$ cat src/floppy_read_channel_controller_macros.svh
// Assertion helpers for the floppy read channel
`ifndef FLOPPY_READ_CHANNEL_CONTROLLER_MACROS_SVH
`define FLOPPY_READ_CHANNEL_CONTROLLER_MACROS_SVH

// same-cycle implication
`define FRCC_ASSERT_NOW(label, ante, cons, msg) \
    label: assert property (@(posedge i_clk) disable iff (!i_rst_n) (ante) |-> (cons)) \
        else $error(msg);

// next-cycle implication
`define FRCC_ASSERT_NEXT(label, ante, cons, msg) \
    label: assert property (@(posedge i_clk) disable iff (!i_rst_n) (ante) |=> (cons)) \
        else $error(msg);

`endif

$ cat src/frcc_pkg.sv
package frcc_pkg;

    localparam logic [2:0] SW_PHASE_LAST = 3'd3;
    localparam logic [2:0] SW_POWER      = 3'd4;
    localparam logic [2:0] SW_SELECT     = 3'd5;
    localparam logic [2:0] SW_SHIFT_LOAD = 3'd6;
    localparam logic [2:0] SW_READ_WRITE = 3'd7;

    localparam logic [0:0] CFG_WP_FIRST  = 1'b0;
    localparam logic [0:0] CFG_WP_SECOND = 1'b1;

    typedef struct packed {
        logic        action;
        logic [2:0]  switch_index;
        logic        switch_on;
        logic        is_write;
        logic [7:0]  elapsed_cycles;
        logic        load_drive;
        logic [5:0]  load_track;
        logic [12:0] load_position;
        logic [7:0]  load_value;
    } t_in;

    typedef struct packed {
        logic [7:0]  read_data;
        logic [6:0]  head_half_track;
        logic [12:0] head_position;
        logic        selected_drive;
    } t_out;

    typedef struct packed {
        logic        is_load;
        logic        load_ok;
        logic [2:0]  sw;
        logic        on;
        logic        rd_req;
        logic [7:0]  cycles;
        logic        ld;
        logic [5:0]  lt;
        logic [12:0] lp;
        logic [7:0]  value;
    } t_cmd;

endpackage

$ cat src/frcc_front.sv
module frcc_front #(
    parameter int TRACKS      = 35,
    parameter int TRACK_BYTES = 6656
) (
    input  logic           i_clk,
    input  logic           i_rst_n,
    input  logic           i_in_valid,
    output logic           o_in_ready,
    input  frcc_pkg::t_in  i_in,
    output logic           o_q_valid,
    input  logic           i_q_pop,
    output frcc_pkg::t_cmd o_q
);

    frcc_pkg::t_cmd r_q [2];
    logic           r_wp;
    logic           r_rp;
    logic [1:0]     r_cnt;
    frcc_pkg::t_cmd w_cmd;
    logic           w_push;
    logic           w_pop;

    always_comb begin
        w_cmd.is_load = i_in.action;
        w_cmd.load_ok = (32'(i_in.load_track) < TRACKS) && (32'(i_in.load_position) < TRACK_BYTES);
        w_cmd.sw      = i_in.switch_index;
        w_cmd.on      = i_in.switch_on;
        w_cmd.rd_req  = !i_in.is_write && !i_in.switch_on;
        w_cmd.cycles  = i_in.elapsed_cycles;
        w_cmd.ld      = i_in.load_drive;
        w_cmd.lt      = i_in.load_track;
        w_cmd.lp      = i_in.load_position;
        w_cmd.value   = i_in.load_value;
    end

    assign o_in_ready = (r_cnt != 2'd2);
    assign w_push     = i_in_valid && o_in_ready;
    assign w_pop      = i_q_pop && o_q_valid;
    assign o_q_valid  = (r_cnt != 2'd0);
    assign o_q        = r_q[r_rp];

    always_ff @(posedge i_clk) begin
        if (w_push) begin
            r_q[r_wp] <= w_cmd;
        end
        if (!i_rst_n) begin
            r_wp  <= 1'b0;
            r_rp  <= 1'b0;
            r_cnt <= 2'd0;
        end else begin
            if (w_push) begin
                r_wp <= ~r_wp;
            end
            if (w_pop) begin
                r_rp <= ~r_rp;
            end
            r_cnt <= r_cnt + 2'(w_push) - 2'(w_pop);
        end
    end

endmodule

$ cat config.mk
export PLATFORM = sky130hd
export DESIGN_NAME = frcc_front
export DESIGN_NICKNAME = d
export VERILOG_FILES = /design/src/floppy_read_channel_controller_macros.svh /design/src/frcc_pkg.sv /design/src/frcc_front.sv
export SDC_FILE = /design/constraint.sdc
export NUM_CORES = 1
export LEC_CHECK = 0
export ABC_AREA = 1
export BUFFER_PORTS_ARGS = -buffer_cell sky130_fd_sc_hd__buf_4
export CORE_ASPECT_RATIO = 1.75
export CORE_MARGIN = 5
export CORE_UTILIZATION = 50
export CTS_CLUSTER_SIZE = 28
export DETAILED_ROUTE_END_ITERATION = 8
export GPL_TIMING_DRIVEN = 0
export PLACE_DENSITY = 0.76
export SYNTH_ARGS = -nofsm -noshare
export SYNTH_HDL_FRONTEND = slang
export SYNTH_SLANG_ARGS = --single-unit
$ cat constraint.sdc
create_clock -name i_clk -period 4.54 [get_ports i_clk]
set_clock_uncertainty 0.2 [all_clocks]
set_input_delay 0.681 -clock i_clk [delete_from_list [all_inputs] [get_ports i_clk]]
set_output_delay 0.681 -clock i_clk [all_outputs]
set_load 0.05 [all_outputs]
==> results.sh, run 1 <==
export IMPL_num_rows=40
export IMPL_min_period_ns=2.37
export IMPL_yosysSeqAreaShare=0.750
export IMPL_critPathSlowestCell="dfxtp_1"
export IMPL_finalHoldViolations=0
export IMPL_worstSetupPathType="reg2out"
export IMPL_drt_wl_total_um=6140
export IMPL_core_um2=6910
export IMPL_grt_pass1_vias=1907
export IMPL_ys_ff_latch=91
export IMPL_synth_avg_cell_area_um2=20.1
export IMPL_pre_cts_ws_ns=2.27
export IMPL_fin_setup_tns_ns=0
export IMPL_fin_nets=328
export IMPL_dieArea_um2=9010
export IMPL_critPathMaxStageDelay_ns=0.33
export IMPL_syn_num_nets=225
export IMPL_maxCapViolCount=0
export IMPL_hp_class="reg2reg"
export IMPL_multi_input_area_um2=791
export IMPL_drc=0
export IMPL_root_buffer="clkbuf_16"
export IMPL_portBuffers=90
export IMPL_io_pins=91
export IMPL_holdBufCountCts=0
export IMPL_clockBufferDepth=2
export IMPL_worst_slew_pin_slew_ns=0.555
export IMPL_leakagePower_nw=1.88
export IMPL_synth_cells=178
export IMPL_cts_resized=0
export IMPL_antenna_found_initial=0
export IMPL_rsz0062_at_grt="no"
export IMPL_crit_arrival_ns=1.49
export IMPL_powerDensity_nw_per_um2=644
export IMPL_overflow=0
export IMPL_synth_distinct_cells=15
export IMPL_register_area_um2=2680
export IMPL_cts_tree="yes"
export IMPL_finalSetupViolations=0
export IMPL_wire_per_inst_um=16.6
export IMPL_place_gp_congestion=0.659
export IMPL_final_cells=370
export IMPL_cp_end_kind="primary output"
export IMPL_area_delta_synth_final_pct=32.0
export IMPL_fillCellCount=484
export IMPL_grt_pass1_wl_um=9400
export IMPL_drtIter0Drc=144
export IMPL_dieWidth_um=73.9
export IMPL_ant_nets=0
export IMPL_vias=1824
export IMPL_critPathMaxFanout=10
export IMPL_slew_violations=0
export IMPL_clk_latency_ns=0.33
export IMPL_via_per_inst=4.93
export IMPL_cp_start_kind="register"
export IMPL_cts_clk_slew_worst_paths_ns=0.06
export IMPL_crit_required_ns=3.66
export IMPL_diodes=0
export IMPL_grt_usage=0.146
export IMPL_setup_ws_ns=2.17
export IMPL_peakVddDrop_mv=0.343
export IMPL_drive_gt1_frac=0.545
export IMPL_dpl_hpwl_um=4410
export IMPL_syn_area_um2=3580
export IMPL_ctsHtreeMaxLevel=3
export IMPL_cts_buffers=9
export IMPL_clock_fmax_ghz=0.422
export IMPL_post_cts_buffers=0
export IMPL_dpl_cell_count=354
export IMPL_outcome="finished, final reports clean"
export IMPL_first_pass_iters=4
export IMPL_grt_max_degree=29
export IMPL_final_core_util=0.684
export IMPL_timing_final_crit_share=0.522
export IMPL_die_y_um=122
export IMPL_clkSinkCount=91
export IMPL_crit_chain="buf_6, buf_12, mux2_4, buf_4"
export IMPL_synth_yosys_warnings=0
export IMPL_relSlewSlack=0.629
export IMPL_p_total_mw=3.04
export IMPL_start_util=0.518
cell type report:
| cell class | count | share of cell area |
|---|---|---|
| Buffer | 5 | 0.0193 |
| Clock buffer | 10 | 0.0485 |
| Clock inverter | 6 | 0.0170 |
| Inverter | 7 | 0.00557 |
| Multi-Input combinational cell | 75 | 0.168 |
| Sequential cell | 91 | 0.568 |
| Tap cell | 84 | 0.0223 |
| Timing Repair Buffer | 92 | 0.152 |
Yosys cell counts, drive strengths merged:
master / count / area [um2]
buf: 5 / 91.3
ha: 1 / 12.5
mux2: 43 / 634
nand3: 1 / 5.00
inv: 7 / 26.3
a21oi: 2 / 10.0
xnor2: 1 / 8.76
nand2: 14 / 52.6
nor2: 12 / 47.6
dfxtp: 5 / 100
edfxtp: 86 / 2580
nor3: 1 / 5.00
placed cells by master, fill, tap and decap left out:
master,n
buf_4,90
dfxtp_1,5
nor2_4,2
clkinv_2,1
buf_6,1
bufinv_16,2
clkinvlp_4,1
xnor2_1,1
clkbuf_1,1
nor2_1,9
inv_1,7
clkbuf_16,9
mux2_2,3
buf_12,6
edfxtp_1,86
nand2_1,14
ha_1,1
a21oi_1,2
nand3_1,1
mux2_4,40
nor2_2,1
nor3_1,1
clkinv_1,2
state kept, by name, summed over array words and instances (netlist names), named ones only:
signal / count
r_cnt: 2
r_q: 86
r_rp: 1
r_wp: 1
final timing paths:
kind | from | to | slack (ns) | depth (start not counted)
setup / recovery | register | o_q[20] | 2.17 | 4
hold / removal | r_rp | r_rp | 0.32 | 2
setup reg to reg | r_cnt[0] | r_q[0][16] | 2.57 | 5
hold reg to reg | r_rp | r_rp | 0.32 | 2
critical path: cells and delay by family, from the launching register on:
| family | cells | cell delay (ns) |
|---|---|---|
| DFF | 1 | 0.33 |
| muxes | 1 | 0.31 |
| buffers and inverters | 3 | 0.52 |
metrics by stage:
stage          instance area, um2  hold WS (ns)
2_1_floorplan                3580         0.267
3_3_place_gp                 4360         0.280
3_5_place_dp                 4410         0.310
4_1_cts                      4720         0.313
5_1_grt                      4720         0.317
6_report                     4720         0.323
layer usage:
| metal | track usage | wire [um] | vias to the layer above |
|---|---|---|---|
| met5 | 0 | 0 | - |
| met4 | 0.0680 | 87 | 0 |
| met3 | 0.0438 | 388 | 6 |
| met2 | 0.253 | 3460 | 58 |
| met1 | 0.159 | 2200 | 889 |
| li1 | - | - | 871 |
where the power goes:
part	total, mW	switching, mW	internal [mW]
Combinational	1.18	0.728	0.451
Clock	0.757	0.280	0.477
Sequential	1.10	0.0383	1.07
cells by family (layout without fill, tap and decap cells):
logic type,Yosys count,count (layout),synth area share
buf+inv,12,120,0.0329
xor+xnor,1,1,0.00245
mux,43,43,0.177
fa+ha+maj,1,1,0.00350
flops,91,91,0.750
simple gates,28,28,0.0308
compound gates,2,2,0.00280
Power figures use the tool's default switching activity.
==> inputs of run 2 (changes only) <==
==> constraint.sdc (replaced) <==
create_clock -name i_clk -period 2.32 [get_ports i_clk]
set_clock_uncertainty 0.2 [all_clocks]
set_input_delay 0.348 -clock i_clk [delete_from_list [all_inputs] [get_ports i_clk]]
set_output_delay 0.348 -clock i_clk [all_outputs]
set_load 0.05 [all_outputs]
==> results.sh, run 2 (synthesis results as in run 1) <==
export IMPL_crit_required_ns=2.06
export IMPL_wire_per_inst_um=16.2
export IMPL_slew_violations=0
export IMPL_dpl_hpwl_um=4340
export IMPL_hp_class="in2reg"
export IMPL_portBuffers=90
export IMPL_worstSetupPathType="reg2reg"
export IMPL_num_rows=40
export IMPL_first_pass_iters=4
export IMPL_grt_max_degree=45
export IMPL_whs_ns=0.0136
export IMPL_r2r_setup_slack_ns=0.16
export IMPL_cts_buffers=9
export IMPL_antenna_found_initial=0
export IMPL_cts_tree="yes"
export IMPL_rsz0062_at_grt="no"
export IMPL_area_delta_synth_final_pct=41.0
export IMPL_start_util=0.518
export IMPL_fin_setup_tns_ns=0
export IMPL_timing_final_crit_share=0.930
export IMPL_drt_wl_total_um=6550
export IMPL_final_core_util=0.730
export IMPL_clk_latency_ns=0.33
export IMPL_root_buffer="clkbuf_16"
export IMPL_relSlewSlack=0.159
export IMPL_maxCapViolCount=0
export IMPL_ff2ff_path_depth=4
export IMPL_grt_pass1_vias=2097
export IMPL_ant_nets=0
export IMPL_powerDensity_nw_per_um2=1180
export IMPL_drtIter0Drc=121
export IMPL_r2r_start="r_cnt[0]"
export IMPL_drive_gt1_frac=0.488
export IMPL_grt_pass1_wl_um=10200
export IMPL_cts_clk_slew_worst_paths_ns=0.06
export IMPL_dieArea_um2=9010
export IMPL_diodes=0
export IMPL_setup_ws_ns=0.163
export IMPL_top_register="r_q"
export IMPL_reg_largest_list="r_q: 86 flops, r_cnt: 2 flops"
export IMPL_die_y_um=122
export IMPL_final_common_cell="buf_4"
export IMPL_clock_fmax_ghz=0.464
export IMPL_final_cell_mix="buf_4, edfxtp_1, mux2_4, dlygate4sd3_1, nand2_1"
export IMPL_worst_slew_pin_slew_ns=1.26
export IMPL_io_pins=91
export IMPL_critPathMaxFanout=44
export IMPL_cp_start_kind="register"
export IMPL_worstHoldStart="i_in[18]"
export IMPL_via_per_inst=4.80
export IMPL_grt_usage=0.158
export IMPL_peakVddDrop_mv=1.19
export IMPL_hold_end="r_q[1][18]"
export IMPL_r2r_end="r_q[1][16]"
export IMPL_drc=0
export IMPL_finalSetupViolations=0
export IMPL_pre_cts_ws_ns=-0.0522
export IMPL_crit_arrival_ns=1.90
export IMPL_finalHoldViolations=0
export IMPL_fin_nets=362
export IMPL_ctsHtreeMaxLevel=3
export IMPL_vias=1940
export IMPL_place_gp_congestion=0.702
export IMPL_dieWidth_um=73.9
export IMPL_clkSinkCount=91
export IMPL_min_path_cells=1
export IMPL_core_um2=6910
export IMPL_outcome="finished, final reports clean"
export IMPL_overflow=0
export IMPL_min_period_ns=2.16
export IMPL_leakagePower_nw=2.02
export IMPL_largest_reg_flops=86
export IMPL_cp_end_kind="register"
export IMPL_clockBufferDepth=2
run 2: cell types whose count changed in the layout (fill, tap and decap cells not counted), sizes merged:
cell / change
dlygate4sd3: +36
clkbuf: +4
buf: -2
clkinv: -2
bufinv: -1
clkinvlp: -1
run 2: layout make-up:
class | count | area, um2
well taps | 84 | 105
clock inverters | 2 | 35.0
fillers | 444 | 1870
plain buffers | 5 | 91.3
multi-input cells | 75 | 801
inverters | 7 | 26.3
flip-flops and latches | 91 | 2680
clock buffers | 14 | 264
repair buffers | 126 | 1040
run 2: worst max path at each step:
stage	startpoint	to	slack, ns	cells after the start
4_1_cts	r_cnt[0]	r_q[1][13]	0.07	4
5_1_grt	r_cnt[0]	r_q[1][16]	0.02	4
2_1_floorplan	r_cnt[0]	r_q[1][0]	0.13	4
3_3_place_gp	r_cnt[0]	r_q[1][35]	-0.03	4
6_report	r_cnt[0]	r_q[1][16]	0.16	4
3_5_place_dp	r_cnt[0]	r_q[1][38]	-0.05	4
run 2: metal layers:
layer / vias up / track usage / part of all wire
li1: 938 / - / -
met1: 937 / 0.161 / 0.35
met2: 54 / 0.282 / 0.57
met3: 11 / 0.0330 / 0.054
met4: 0 / 0.0964 / 0.027
met5: - / 0 / 0
run 2: report_power, final:
part	leakage, nW	switching, mW	internal, mW
clock	0.147	0.537	0.892
combinational	1.02	1.45	0.899
sequential	0.845	0.0732	2.09
total	2.02	2.06	3.89
run 2: per-stage QoR:
step                      instances  power [mW]  cell area [um2]
final                           404        5.94             5040
after global routing            404        6.19             5040
after CTS                       404        6.00             5040
after detailed placement        352        4.51             4370
after global placement          352        4.48             4370
after floorplan                 178        3.93             3590
run 2: worst max-delay path, stage by stage, from the launching register on:
cell and delay (ns):
dfxtp_1 0.36, inv_1 0.06, nand2_2 0.08, nand2_4 0.09, nor2_4 0.95
run 2: repair_timing:
| item | 4_1_cts | 5_1_grt |
|---|---|---|
| setup buffers | 0 | 0 |
| resized for setup | 1 | 1 |
| hold endpoints to repair | 72 | 0 |
| endpoints found under the setup margin | 86 | 86 |
| hold buffers | 36 | 0 |
| pin swaps | 1 | 0 |
